--- config.mk ---
export PLATFORM = sky130hd
export DESIGN_NAME = multi_slot_countdown_timer_unit_flat
export DESIGN_NICKNAME = d
export VERILOG_FILES = /design/src/hdl/msct_pkg.sv /design/src/hdl/msct_channels_if.sv /design/src/hdl/multi_slot_countdown_timer_unit.sv /design/src/flat_wrapper.sv
export SDC_FILE = /design/constraint.sdc
export NUM_CORES = 2
export LEC_CHECK = 0
export BUFFER_PORTS_ARGS = -buffer_cell sky130_fd_sc_hd__clkbuf_2
export CAP_MARGIN = 20
export CORE_ASPECT_RATIO = 1.5
export CORE_MARGIN = 3
export CORE_UTILIZATION = 40
export DETAILED_ROUTE_END_ITERATION = 10
export PLACE_DENSITY_LB_ADDON = 0.08
export SLEW_MARGIN = 5
export SYNTH_ARGS = -nofsm -noshare
export SYNTH_HDL_FRONTEND = slang
export SYNTH_SLANG_ARGS = --single-unit
--- constraint.sdc ---
create_clock -name clock -period 12.8 [get_ports clock]
set_input_delay 0.64 -clock clock [delete_from_list [all_inputs] [get_ports clock]]
set_output_delay 0.64 -clock clock [all_outputs]
set_load 0.01 [all_outputs]
--- src/hdl/msct_pkg.sv ---
package msct_pkg;

   localparam int NUM_SLOTS_DEFAULT = 4;

   typedef logic [3:0]  opcode_type;
   typedef logic [1:0]  mode_type;
   typedef logic [26:0] ms_type;
   typedef logic [1:0]  div_sel_type;

   localparam opcode_type OP_TICK           = 4'd0;
   localparam opcode_type OP_SET_DURATION   = 4'd1;
   localparam opcode_type OP_START          = 4'd2;
   localparam opcode_type OP_PAUSE          = 4'd3;
   localparam opcode_type OP_RESUME         = 4'd4;
   localparam opcode_type OP_RESET          = 4'd5;
   localparam opcode_type OP_DISMISS        = 4'd6;
   localparam opcode_type OP_DISMISS_FIRST  = 4'd7;
   localparam opcode_type OP_QUERY          = 4'd8;

   localparam mode_type MODE_IDLE     = 2'd0;
   localparam mode_type MODE_RUNNING  = 2'd1;
   localparam mode_type MODE_PAUSED   = 2'd2;
   localparam mode_type MODE_FINISHED = 2'd3;

   localparam ms_type DEFAULT_MS    = 27'(30 * 60 * 1000);
   localparam ms_type ONE_SECOND_MS = 27'(1000);
   localparam ms_type CEILING_MS    = 27'(23 * 3600 * 1000 + 59 * 60 * 1000 + 59 * 1000);
   localparam ms_type ROUND_UP_MS   = 27'(999);
   localparam ms_type MIN_RESET_MS  = 27'(1000);

   localparam logic REG_MIN_DURATION = 1'b0;
   localparam logic REG_MAX_DURATION = 1'b1;

   localparam div_sel_type DIV_BY_1000 = 2'd0;
   localparam div_sel_type DIV_BY_3600 = 2'd1;
   localparam div_sel_type DIV_BY_60   = 2'd2;

   localparam int DIV_SHIFT = 37;
   localparam int DIV_Q_W   = 22;
   localparam int DIV_R_W   = 12;
   localparam int DIV_P_W   = 59;

   localparam logic [31:0] DIV_M_1000 = 32'((64'd1 << DIV_SHIFT) / 1000);
   localparam logic [31:0] DIV_M_3600 = 32'((64'd1 << DIV_SHIFT) / 3600);
   localparam logic [31:0] DIV_M_60   = 32'((64'd1 << DIV_SHIFT) / 60);

endpackage

--- src/hdl/msct_channels_if.sv ---
interface msct_req_if import msct_pkg::*; ();
   logic       valid;
   logic       ready;
   opcode_type opcode;
   logic [1:0] slot_index;
   logic [31:0] duration_value_ms;
   logic [15:0] elapsed_ms;

   modport source (output valid, output opcode, output slot_index,
                   output duration_value_ms, output elapsed_ms, input ready);
   modport sink (input valid, input opcode, input slot_index,
                 input duration_value_ms, input elapsed_ms, output ready);
endinterface

interface msct_rsp_if import msct_pkg::*; ();
   logic       valid;
   logic       ready;
   mode_type   slot_mode;
   ms_type     remaining_out_ms;
   logic [4:0] hours_left;
   logic [5:0] minutes_left;
   logic [5:0] seconds_left;
   logic       any_active;
   logic       any_finished;
   logic [1:0] first_finished;
   logic       fired;
   logic       notify;

   modport source (output valid, output slot_mode, output remaining_out_ms,
                   output hours_left, output minutes_left, output seconds_left,
                   output any_active, output any_finished, output first_finished,
                   output fired, output notify, input ready);
   modport sink (input valid, input slot_mode, input remaining_out_ms,
                 input hours_left, input minutes_left, input seconds_left,
                 input any_active, input any_finished, input first_finished,
                 input fired, input notify, output ready);
endinterface

--- src/hdl/multi_slot_countdown_timer_unit.sv ---
// Countdown timer with NUM_SLOTS independent slots.
// Requests arrive on req_if (valid/ready): a tick with the elapsed milliseconds,
// or a command or query that addresses one slot. Every request yields exactly
// one result on rsp_if with the addressed slot's mode, remaining time, its
// rounded-up h:m:s split and summary flags over all slots.
// The clamp limits for set duration are written over the csr_ APB port.
// A single reciprocal-multiply divider, one product and one correction step,
// is shared by the tick and by the h:m:s conversion.
// One request is in work at a time; the next is accepted in the cycle after
// the result has been moved to the output register.
// The output register holds a result while the receiver stalls; the block
// still accepts the next request and waits only when a second result is ready.
// Reset idles every slot, loads 30 minutes as duration and remaining time
// and restores the clamp limits to one second and 23:59:59.
module multi_slot_countdown_timer_unit import msct_pkg::*; #(
   parameter int NUM_SLOTS = NUM_SLOTS_DEFAULT
) (
   input  logic        clock,
   input  logic        reset,
   msct_req_if.sink    req_if,
   msct_rsp_if.source  rsp_if,
   input  logic        csr_psel,
   input  logic        csr_penable,
   input  logic        csr_pwrite,
   input  logic [2:0]  csr_paddr,
   input  logic [31:0] csr_pwdata,
   output logic [31:0] csr_prdata,
   output logic        csr_pready
);

   localparam int SLOT_W = (NUM_SLOTS > 1) ? $clog2(NUM_SLOTS) : 1;
   localparam logic [SLOT_W-1:0] LAST_SLOT = SLOT_W'(NUM_SLOTS - 1);

   localparam logic [3:0] ST_IDLE     = 4'd0;
   localparam logic [3:0] ST_TICK     = 4'd1;
   localparam logic [3:0] ST_TICK_UPD = 4'd2;
   localparam logic [3:0] ST_CMD      = 4'd3;
   localparam logic [3:0] ST_RPT      = 4'd4;
   localparam logic [3:0] ST_HMS_HR   = 4'd5;
   localparam logic [3:0] ST_HMS_MS   = 4'd6;
   localparam logic [3:0] ST_OUT      = 4'd7;
   localparam logic [3:0] ST_WAIT1    = 4'd8;
   localparam logic [3:0] ST_WAIT2    = 4'd9;

   logic [3:0] state_ff, state_in;
   logic [3:0] ret_ff, ret_in;
   logic [SLOT_W-1:0] idx_ff, idx_in;
   logic [SLOT_W-1:0] slot_ff, slot_in;
   opcode_type op_ff, op_in;
   logic [31:0] dur_ff, dur_in;
   logic [15:0] el_ff, el_in;
   logic fired_ff, fired_in;
   logic notify_ff, notify_in;
   logic [4:0] hours_ff, hours_in;

   mode_type mode_ff [NUM_SLOTS];
   mode_type mode_in [NUM_SLOTS];
   ms_type   dur_store_ff [NUM_SLOTS];
   ms_type   dur_store_in [NUM_SLOTS];
   ms_type   rem_store_ff [NUM_SLOTS];
   ms_type   rem_store_in [NUM_SLOTS];

   ms_type min_duration_ff, min_duration_in;
   ms_type max_duration_ff, max_duration_in;

   ms_type div_x_ff, div_x_in;
   div_sel_type div_sel_ff, div_sel_in;
   logic [DIV_P_W-1:0] prod_ff, prod_in;
   logic [DIV_Q_W-1:0] q_ff, q_in;
   logic [DIV_R_W-1:0] r_ff, r_in;

   logic rsp_valid_ff, rsp_valid_in;
   mode_type rsp_mode_ff, rsp_mode_in;
   ms_type rsp_rem_ff, rsp_rem_in;
   logic [4:0] rsp_hours_ff, rsp_hours_in;
   logic [5:0] rsp_minutes_ff, rsp_minutes_in;
   logic [5:0] rsp_seconds_ff, rsp_seconds_in;
   logic rsp_active_ff, rsp_active_in;
   logic rsp_finished_ff, rsp_finished_in;
   logic [1:0] rsp_first_ff, rsp_first_in;
   logic rsp_fired_ff, rsp_fired_in;
   logic rsp_notify_ff, rsp_notify_in;

   logic any_active;
   logic any_finished;
   logic [SLOT_W-1:0] first_idx;
   logic [SLOT_W-1:0] acc_addr;
   ms_type acc_rem;
   ms_type acc_dur;
   mode_type cur_mode;
   logic [31:0] clamp_v;
   ms_type clamped_ms;
   logic [SLOT_W-1:0] req_slot;
   logic [SLOT_W+1:0] req_slot_wide;
   logic [SLOT_W+1:0] first_wide;
   logic cfg_write;

   logic [31:0] div_m;
   ms_type div_d;
   logic [DIV_Q_W-1:0] q_est;
   ms_type qd;
   ms_type r_raw;

   // Shared divider: product stage, then estimate and one correction step.
   always_comb begin
      unique case (div_sel_ff)
         DIV_BY_3600: begin
            div_m = DIV_M_3600;
            div_d = 27'(3600);
         end
         DIV_BY_60: begin
            div_m = DIV_M_60;
            div_d = 27'(60);
         end
         default: begin
            div_m = DIV_M_1000;
            div_d = 27'(1000);
         end
      endcase
   end

   assign prod_in = DIV_P_W'(div_x_ff) * DIV_P_W'(div_m);
   assign q_est   = prod_ff[DIV_P_W-1:DIV_SHIFT];
   assign qd      = 27'(27'(q_est) * div_d);
   assign r_raw   = div_x_ff - qd;

   always_comb begin
      if (r_raw >= div_d) begin
         q_in = q_est + DIV_Q_W'(1);
         r_in = DIV_R_W'(r_raw - div_d);
      end else begin
         q_in = q_est;
         r_in = DIV_R_W'(r_raw);
      end
   end

   always_comb begin
      any_active   = 1'b0;
      any_finished = 1'b0;
      first_idx    = '0;
      for (int i = NUM_SLOTS - 1; i >= 0; i--) begin
         if (mode_ff[i] == MODE_RUNNING || mode_ff[i] == MODE_PAUSED) begin
            any_active = 1'b1;
         end
         if (mode_ff[i] == MODE_FINISHED) begin
            any_finished = 1'b1;
            first_idx    = SLOT_W'(i);
         end
      end
   end

   assign acc_addr = (state_ff == ST_CMD && op_ff == OP_DISMISS_FIRST) ? first_idx : idx_ff;
   assign acc_rem  = rem_store_ff[acc_addr];
   assign acc_dur  = dur_store_ff[acc_addr];
   assign cur_mode = mode_ff[idx_ff];

   always_comb begin
      if (dur_ff < 32'(min_duration_ff)) begin
         clamp_v = 32'(min_duration_ff);
      end else if (dur_ff > 32'(max_duration_ff)) begin
         clamp_v = 32'(max_duration_ff);
      end else begin
         clamp_v = dur_ff;
      end
      if (clamp_v > 32'(CEILING_MS)) begin
         clamped_ms = CEILING_MS;
      end else begin
         clamped_ms = clamp_v[26:0];
      end
   end

   assign req_slot_wide = (SLOT_W + 2)'(req_if.slot_index);
   assign req_slot = (32'(req_if.slot_index) < NUM_SLOTS) ? req_slot_wide[SLOT_W-1:0] : '0;
   assign first_wide = (SLOT_W + 2)'(first_idx);

   assign req_if.ready = (state_ff == ST_IDLE);

   always_comb begin
      state_in     = state_ff;
      ret_in       = ret_ff;
      idx_in       = idx_ff;
      slot_in      = slot_ff;
      op_in        = op_ff;
      dur_in       = dur_ff;
      el_in        = el_ff;
      fired_in     = fired_ff;
      notify_in    = notify_ff;
      hours_in     = hours_ff;
      mode_in      = mode_ff;
      dur_store_in = dur_store_ff;
      rem_store_in = rem_store_ff;
      div_x_in     = div_x_ff;
      div_sel_in   = div_sel_ff;

      rsp_valid_in    = rsp_valid_ff;
      rsp_mode_in     = rsp_mode_ff;
      rsp_rem_in      = rsp_rem_ff;
      rsp_hours_in    = rsp_hours_ff;
      rsp_minutes_in  = rsp_minutes_ff;
      rsp_seconds_in  = rsp_seconds_ff;
      rsp_active_in   = rsp_active_ff;
      rsp_finished_in = rsp_finished_ff;
      rsp_first_in    = rsp_first_ff;
      rsp_fired_in    = rsp_fired_ff;
      rsp_notify_in   = rsp_notify_ff;

      if (rsp_valid_ff && rsp_if.ready) begin
         rsp_valid_in = 1'b0;
      end

      unique case (state_ff)
         ST_IDLE: begin
            if (req_if.valid) begin
               op_in     = req_if.opcode;
               slot_in   = req_slot;
               dur_in    = req_if.duration_value_ms;
               el_in     = req_if.elapsed_ms;
               fired_in  = 1'b0;
               notify_in = 1'b0;
               if (req_if.opcode == OP_TICK) begin
                  idx_in   = '0;
                  state_in = ST_TICK;
               end else begin
                  idx_in   = req_slot;
                  state_in = ST_CMD;
               end
            end
         end
         ST_TICK: begin
            if (cur_mode == MODE_RUNNING && acc_rem > 27'(el_ff)) begin
               div_x_in   = acc_rem;
               div_sel_in = DIV_BY_1000;
               ret_in     = ST_TICK_UPD;
               state_in   = ST_WAIT1;
            end else begin
               if (cur_mode == MODE_RUNNING) begin
                  mode_in[idx_ff]      = MODE_FINISHED;
                  rem_store_in[idx_ff] = '0;
                  fired_in             = 1'b1;
               end
               if (idx_ff == LAST_SLOT) begin
                  idx_in   = slot_ff;
                  state_in = ST_RPT;
               end else begin
                  idx_in   = idx_ff + SLOT_W'(1);
                  state_in = ST_TICK;
               end
            end
         end
         ST_TICK_UPD: begin
            if (el_ff > 16'(r_ff)) begin
               notify_in = 1'b1;
            end
            rem_store_in[idx_ff] = acc_rem - 27'(el_ff);
            if (idx_ff == LAST_SLOT) begin
               idx_in   = slot_ff;
               state_in = ST_RPT;
            end else begin
               idx_in   = idx_ff + SLOT_W'(1);
               state_in = ST_TICK;
            end
         end
         ST_CMD: begin
            unique case (op_ff)
               OP_SET_DURATION: begin
                  dur_store_in[acc_addr] = clamped_ms;
                  if (cur_mode == MODE_IDLE) begin
                     rem_store_in[acc_addr] = clamped_ms;
                  end
               end
               OP_START: begin
                  if (acc_rem < ONE_SECOND_MS) begin
                     rem_store_in[acc_addr] = acc_dur;
                  end
                  mode_in[acc_addr] = MODE_RUNNING;
                  notify_in         = 1'b1;
               end
               OP_PAUSE: begin
                  if (cur_mode == MODE_RUNNING) begin
                     mode_in[acc_addr] = MODE_PAUSED;
                     notify_in         = 1'b1;
                  end
               end
               OP_RESUME: begin
                  if (cur_mode == MODE_PAUSED) begin
                     if (acc_rem < ONE_SECOND_MS) begin
                        rem_store_in[acc_addr] = acc_dur;
                     end
                     mode_in[acc_addr] = MODE_RUNNING;
                     notify_in         = 1'b1;
                  end
               end
               OP_RESET: begin
                  mode_in[acc_addr]      = MODE_IDLE;
                  rem_store_in[acc_addr] = acc_dur;
                  notify_in              = 1'b1;
               end
               OP_DISMISS: begin
                  if (cur_mode == MODE_FINISHED) begin
                     mode_in[acc_addr]      = MODE_IDLE;
                     rem_store_in[acc_addr] = acc_dur;
                     notify_in              = 1'b1;
                  end
               end
               OP_DISMISS_FIRST: begin
                  if (any_finished) begin
                     mode_in[acc_addr]      = MODE_IDLE;
                     rem_store_in[acc_addr] = acc_dur;
                     notify_in              = 1'b1;
                  end
               end
               default: begin
               end
            endcase
            state_in = ST_RPT;
         end
         ST_RPT: begin
            div_x_in   = acc_rem + ROUND_UP_MS;
            div_sel_in = DIV_BY_1000;
            ret_in     = ST_HMS_HR;
            state_in   = ST_WAIT1;
         end
         ST_HMS_HR: begin
            div_x_in   = 27'(q_ff);
            div_sel_in = DIV_BY_3600;
            ret_in     = ST_HMS_MS;
            state_in   = ST_WAIT1;
         end
         ST_HMS_MS: begin
            hours_in   = q_ff[4:0];
            div_x_in   = 27'(r_ff);
            div_sel_in = DIV_BY_60;
            ret_in     = ST_OUT;
            state_in   = ST_WAIT1;
         end
         ST_OUT: begin
            if (!rsp_valid_ff || rsp_if.ready) begin
               rsp_valid_in    = 1'b1;
               rsp_mode_in     = cur_mode;
               rsp_rem_in      = acc_rem;
               rsp_hours_in    = hours_ff;
               rsp_minutes_in  = q_ff[5:0];
               rsp_seconds_in  = r_ff[5:0];
               rsp_active_in   = any_active;
               rsp_finished_in = any_finished;
               rsp_first_in    = first_wide[1:0];
               rsp_fired_in    = fired_ff;
               rsp_notify_in   = notify_ff | fired_ff;
               state_in        = ST_IDLE;
            end
         end
         ST_WAIT1: begin
            state_in = ST_WAIT2;
         end
         ST_WAIT2: begin
            state_in = ret_ff;
         end
         default: begin
            state_in = ST_IDLE;
         end
      endcase
   end

   assign cfg_write = csr_psel && csr_penable && csr_pwrite;

   always_comb begin
      min_duration_in = min_duration_ff;
      max_duration_in = max_duration_ff;
      if (cfg_write) begin
         unique case (csr_paddr[2])
            REG_MIN_DURATION: min_duration_in = csr_pwdata[26:0];
            REG_MAX_DURATION: max_duration_in = csr_pwdata[26:0];
            default: begin
            end
         endcase
      end
   end

   always_comb begin
      unique case (csr_paddr[2])
         REG_MIN_DURATION: csr_prdata = 32'(min_duration_ff);
         REG_MAX_DURATION: csr_prdata = 32'(max_duration_ff);
         default: csr_prdata = '0;
      endcase
   end

   assign csr_pready = 1'b1;

   always_ff @(posedge clock) begin
      if (reset) begin
         state_ff        <= ST_IDLE;
         ret_ff          <= ST_IDLE;
         rsp_valid_ff    <= 1'b0;
         min_duration_ff <= MIN_RESET_MS;
         max_duration_ff <= CEILING_MS;
         for (int i = 0; i < NUM_SLOTS; i++) begin
            mode_ff[i]      <= MODE_IDLE;
            dur_store_ff[i] <= DEFAULT_MS;
            rem_store_ff[i] <= DEFAULT_MS;
         end
      end else begin
         state_ff        <= state_in;
         ret_ff          <= ret_in;
         rsp_valid_ff    <= rsp_valid_in;
         min_duration_ff <= min_duration_in;
         max_duration_ff <= max_duration_in;
         mode_ff         <= mode_in;
         dur_store_ff    <= dur_store_in;
         rem_store_ff    <= rem_store_in;
      end
   end

   always_ff @(posedge clock) begin
      idx_ff          <= idx_in;
      slot_ff         <= slot_in;
      op_ff           <= op_in;
      dur_ff          <= dur_in;
      el_ff           <= el_in;
      fired_ff        <= fired_in;
      notify_ff       <= notify_in;
      hours_ff        <= hours_in;
      div_x_ff        <= div_x_in;
      div_sel_ff      <= div_sel_in;
      prod_ff         <= prod_in;
      q_ff            <= q_in;
      r_ff            <= r_in;
      rsp_mode_ff     <= rsp_mode_in;
      rsp_rem_ff      <= rsp_rem_in;
      rsp_hours_ff    <= rsp_hours_in;
      rsp_minutes_ff  <= rsp_minutes_in;
      rsp_seconds_ff  <= rsp_seconds_in;
      rsp_active_ff   <= rsp_active_in;
      rsp_finished_ff <= rsp_finished_in;
      rsp_first_ff    <= rsp_first_in;
      rsp_fired_ff    <= rsp_fired_in;
      rsp_notify_ff   <= rsp_notify_in;
   end

   assign rsp_if.valid            = rsp_valid_ff;
   assign rsp_if.slot_mode        = rsp_mode_ff;
   assign rsp_if.remaining_out_ms = rsp_rem_ff;
   assign rsp_if.hours_left       = rsp_hours_ff;
   assign rsp_if.minutes_left     = rsp_minutes_ff;
   assign rsp_if.seconds_left     = rsp_seconds_ff;
   assign rsp_if.any_active       = rsp_active_ff;
   assign rsp_if.any_finished     = rsp_finished_ff;
   assign rsp_if.first_finished   = rsp_first_ff;
   assign rsp_if.fired            = rsp_fired_ff;
   assign rsp_if.notify           = rsp_notify_ff;

endmodule
--- src/flat_wrapper.sv ---
// flat-port wrapper written by rule: the top's interface ports become plain ports
module multi_slot_countdown_timer_unit_flat import msct_pkg::*;
#(
   parameter int NUM_SLOTS = NUM_SLOTS_DEFAULT
)
  (clock, reset, csr_psel, csr_penable, csr_pwrite, csr_paddr, csr_pwdata, csr_prdata, csr_pready, req_if_valid, req_if_opcode, req_if_slot_index, req_if_duration_value_ms, req_if_elapsed_ms, req_if_ready, rsp_if_valid, rsp_if_slot_mode, rsp_if_remaining_out_ms, rsp_if_hours_left, rsp_if_minutes_left, rsp_if_seconds_left, rsp_if_any_active, rsp_if_any_finished, rsp_if_first_finished, rsp_if_fired, rsp_if_notify, rsp_if_ready);
  msct_req_if req_if_i ();
  msct_rsp_if rsp_if_i ();
  input  logic clock;
  input  logic reset;
  input  logic csr_psel;
  input  logic csr_penable;
  input  logic csr_pwrite;
  input  logic [2:0] csr_paddr;
  input  logic [31:0] csr_pwdata;
  output logic [31:0] csr_prdata;
  output logic csr_pready;
  input wire logic [$bits(req_if_i.valid)-1:0] req_if_valid;
  input wire logic [$bits(req_if_i.opcode)-1:0] req_if_opcode;
  input wire logic [$bits(req_if_i.slot_index)-1:0] req_if_slot_index;
  input wire logic [$bits(req_if_i.duration_value_ms)-1:0] req_if_duration_value_ms;
  input wire logic [$bits(req_if_i.elapsed_ms)-1:0] req_if_elapsed_ms;
  output wire logic [$bits(req_if_i.ready)-1:0] req_if_ready;
  output wire logic [$bits(rsp_if_i.valid)-1:0] rsp_if_valid;
  output wire logic [$bits(rsp_if_i.slot_mode)-1:0] rsp_if_slot_mode;
  output wire logic [$bits(rsp_if_i.remaining_out_ms)-1:0] rsp_if_remaining_out_ms;
  output wire logic [$bits(rsp_if_i.hours_left)-1:0] rsp_if_hours_left;
  output wire logic [$bits(rsp_if_i.minutes_left)-1:0] rsp_if_minutes_left;
  output wire logic [$bits(rsp_if_i.seconds_left)-1:0] rsp_if_seconds_left;
  output wire logic [$bits(rsp_if_i.any_active)-1:0] rsp_if_any_active;
  output wire logic [$bits(rsp_if_i.any_finished)-1:0] rsp_if_any_finished;
  output wire logic [$bits(rsp_if_i.first_finished)-1:0] rsp_if_first_finished;
  output wire logic [$bits(rsp_if_i.fired)-1:0] rsp_if_fired;
  output wire logic [$bits(rsp_if_i.notify)-1:0] rsp_if_notify;
  input wire logic [$bits(rsp_if_i.ready)-1:0] rsp_if_ready;
  assign req_if_i.valid = req_if_valid;
  assign req_if_i.opcode = req_if_opcode;
  assign req_if_i.slot_index = req_if_slot_index;
  assign req_if_i.duration_value_ms = req_if_duration_value_ms;
  assign req_if_i.elapsed_ms = req_if_elapsed_ms;
  assign req_if_ready = req_if_i.ready;
  assign rsp_if_valid = rsp_if_i.valid;
  assign rsp_if_slot_mode = rsp_if_i.slot_mode;
  assign rsp_if_remaining_out_ms = rsp_if_i.remaining_out_ms;
  assign rsp_if_hours_left = rsp_if_i.hours_left;
  assign rsp_if_minutes_left = rsp_if_i.minutes_left;
  assign rsp_if_seconds_left = rsp_if_i.seconds_left;
  assign rsp_if_any_active = rsp_if_i.any_active;
  assign rsp_if_any_finished = rsp_if_i.any_finished;
  assign rsp_if_first_finished = rsp_if_i.first_finished;
  assign rsp_if_fired = rsp_if_i.fired;
  assign rsp_if_notify = rsp_if_i.notify;
  assign rsp_if_i.ready = rsp_if_ready;
  multi_slot_countdown_timer_unit #(.NUM_SLOTS(NUM_SLOTS)) u_core (.clock(clock), .reset(reset), .req_if(req_if_i), .rsp_if(rsp_if_i), .csr_psel(csr_psel), .csr_penable(csr_penable), .csr_pwrite(csr_pwrite), .csr_paddr(csr_paddr), .csr_pwdata(csr_pwdata), .csr_prdata(csr_prdata), .csr_pready(csr_pready));
endmodule
==> results.py <==
metrics = {
    "synthesis": {
        "synthArstFlopShare_pct": 0,
        "synth_area_per_cell_um2": 8.88,
        "synthCells": 5816,
        "ys.flop_type": "dfxtp_1",
        "synth_edf_count": 144,
        "seq_area_frac_synth_pct": 21.6,
        "synth-seq-cells": 486,
        "syn_area_mm2": 0.0516,
        "yosysWarnings": 0,
        "ys_types": 98,
    },
    "floorplan": {
        "core_area_mm2": 0.128,
        "rows": 160,
        "die_w_um": 299,
        "floorplan.initialDensity_pct": 40.5,
        "dieHeight_um": 446,
        "ios": 183,
        "dieArea_mm2": 0.134,
    },
    "clock_network": {
        "cts_buffers": 50,
        "clk_latency_ps": 650,
        "root_buffer": "clkbuf_16",
        "path_clk_slew_ps": 60,
        "cts_max_path_buffers": 3,
        "clock_sinks": 486,
        "cts_tree": "yes",
        "postCtsHoldBufs": 0,
        "ctsHtreeMaxLevel": 2,
        "cts-resized-gates": 0,
        "postCtsSetupRepairBufs": 0,
    },
    "routing": {
        "met2_length_um": 105000,
        "drtIter0Drc": 2902,
        "wirelength_um": 198000,
        "num_vias": 42655,
        "maxUsedRoutingLayer": "met4",
        "viasPerCell": 5.56,
        "firstDrtPassIters": 6,
        "met1_length_um": 65800,
        "detail_route.drc_violations": 0,
        "drtAntennaViolNets": 0,
        "wl_met3_um": 8410,
        "wire_per_inst_um": 25.8,
    },
    "sta": {
        "setup_tns_ps": 0,
        "max_slew_margin_pct": 19.8,
        "rsz0062_at_grt": "false",
        "worstMarginPinSlew_ps": 1200,
        "period_minus_slack_ps": 10130,
        "setup_viol": 0,
        "drv_slew": 0,
        "max_freq_mhz": 98.8,
        "fin_skew_ps": 18.2,
        "min_period_over_period_pct": 79.1,
        "finalHoldViolCount": 0,
    },
    "finish": {
        "drive_gt1_share_pct": 7.31,
        "layout_commonest_cell": "inv_1",
        "layout_common_cells": "inv_1 (1125), fa_1 (654), nand2_1 (617)",
        "nNetsFinal": 7154,
        "area_growth_pct": 9.11,
        "final_cell_count_no_fill": 7669,
        "fillers": 13050,
        "design_area_mm2": 0.0563,
    },
    "hold_path": {
        "hold_path_class": "in2reg",
    },
    "worst_setup_path": {
        "crit_fanout": 41,
        "slowest_delay_ps": 860,
        "critPathLaunchType": "flop",
        "criticalPathCategory": "reg2reg",
        "crit_required_ps": 13320,
        "cpMaxStageDelayCell": "a31oi_1",
        "critPathTopFamily": "adder cells",
        "path_buf_inv": 8,
        "cp.arrival_ps": 10640,
        "cp-end-kind": "flop",
        "path_common_cell": "fa_1",
    },
    "run": {
        "drv_cap": 0,
    },
    "status": {
        "outcome": "complete, no violations",
    },
    "grt": {
        "grt_usage_pct": 29.6,
        "overflow": 0,
        "grt_max_degree": 71,
        "grt_pass1_vias": 45317,
        "grt_pass1_wl_um": 292000,
        "antenna_found_initial": 3,
    },
    "placed_design": {
        "place_area_mm2": 0.0546,
        "dp_hpwl_um": 160000,
        "place_congestion": 0.990,
        "port_buffers": 169,
        "placed_cells": 7569,
    },
}
## cells in the mapped netlist, drive strengths merged (22+ instances only)
master,instances,area [um2]
inv,1128,4230
fa,654,13100
nand2,617,2320
ha,479,5990
a21oi,358,1800
dfxtp,342,6850
nor2,312,1170
o21ai,256,1290
clkbuf,206,774
edfxtp,144,4320
o22ai,109,682
o211ai,77,578
nand3,74,370
nor3,72,370
xnor2,68,596
buf,66,344
nor2b,61,382
and2,59,369
a211oi,55,413
a21o,55,413
a22oi,45,338
nand2b,45,289
o221ai,44,385
xor2,44,385
mux2i,40,400
nand4,39,244
a31oi,30,188
a221oi,26,234
a2111oi,24,425
or3,24,150
o21a,23,173
nor4,22,138
## final timing paths
kind / slack [ps] / cells after the start / to / start
max: 2670 / 30 / u_core.prod_ff[58] / u_core.div_sel_ff[1]
min: 180 / 1 / u_core.dur_ff[23] / req_if_duration_value_ms[23]
max reg2reg: 2670 / 30 / u_core.prod_ff[58] / u_core.div_sel_ff[1]
min reg2reg: 410 / 0 / u_core.rsp_if.hours_left[4] / u_core.hours_ff[4]
## sequential cells by signal, indices dropped and copies added (netlist names), 3 cells and up
name                            flops
u_core.prod_ff                     22
u_core.rsp_if.seconds_left          6
u_core.rsp_if.minutes_left          6
u_core.el_ff                       16
u_core.dur_store_ff               108
u_core.max_duration_ff             27
u_core.state_ff                     4
u_core.rem_store_ff               108
u_core.op_ff                        4
u_core.min_duration_ff             27
u_core.q_ff                        22
u_core.rsp_if.remaining_out_ms     27
u_core.ret_ff                       3
u_core.hours_ff                     5
u_core.dur_ff                      32
u_core.mode_ff                      8
u_core.rsp_if.hours_left            5
u_core.div_x_ff                    27
u_core.r_ff                        12
## kinds of logic after synthesis
logic type / Yosys count / share of synthesized area [%]
buffers and inverters: 1402 / 10.4
multiplexers: 46 / 0.950
flip-flops: 486 / 21.6
XOR/XNOR: 112 / 1.90
other: 2 / 0.0145
AO/OA/AOI/OAI: 1241 / 15.9
AND/OR/NAND/NOR: 1394 / 12.2
adder cells (fa/ha/maj): 1133 / 37.0
## through the flow
| stage | hold slack, ps | worst slack (ps) | utilization (%) |
|---|---|---|---|
| 3_3_place_gp | 404 | 2750 | 42.8 |
| 6_report | 176 | 2670 | 44.2 |
| 4_1_cts | 134 | 2540 | 44.1 |
| 2_1_floorplan | 400 | 4630 | - |
| 5_1_grt | 148 | 2220 | 44.2 |
| 3_5_place_dp | 408 | 2610 | 42.8 |
## layout make-up
| cell class | count | area (um2) | area share (%) |
|---|---|---|---|
| multi-input combinational | 3968 | 35400 | 62.8 |
| sequential | 486 | 11200 | 19.8 |
| inverter | 1130 | 4240 | 7.53 |
| tap | 1701 | 2130 | 3.78 |
| timing repair buffer | 289 | 1770 | 3.14 |
| clock buffer | 75 | 1470 | 2.61 |
| clock inverter | 17 | 191 | 0.340 |
| antenna | 3 | 7.51 | 0.0133 |
## layer usage
layer	vias to the layer above	global-route usage, %
met4	0	23.0
met1	21150	29.2
met2	1467	55.9
li1	19410	-
met5	-	0
met3	628	3.18
Power is left out: the tool's default activity adds up to more than one toggle a clock period on the data nets, which glitch-free logic cannot reach.
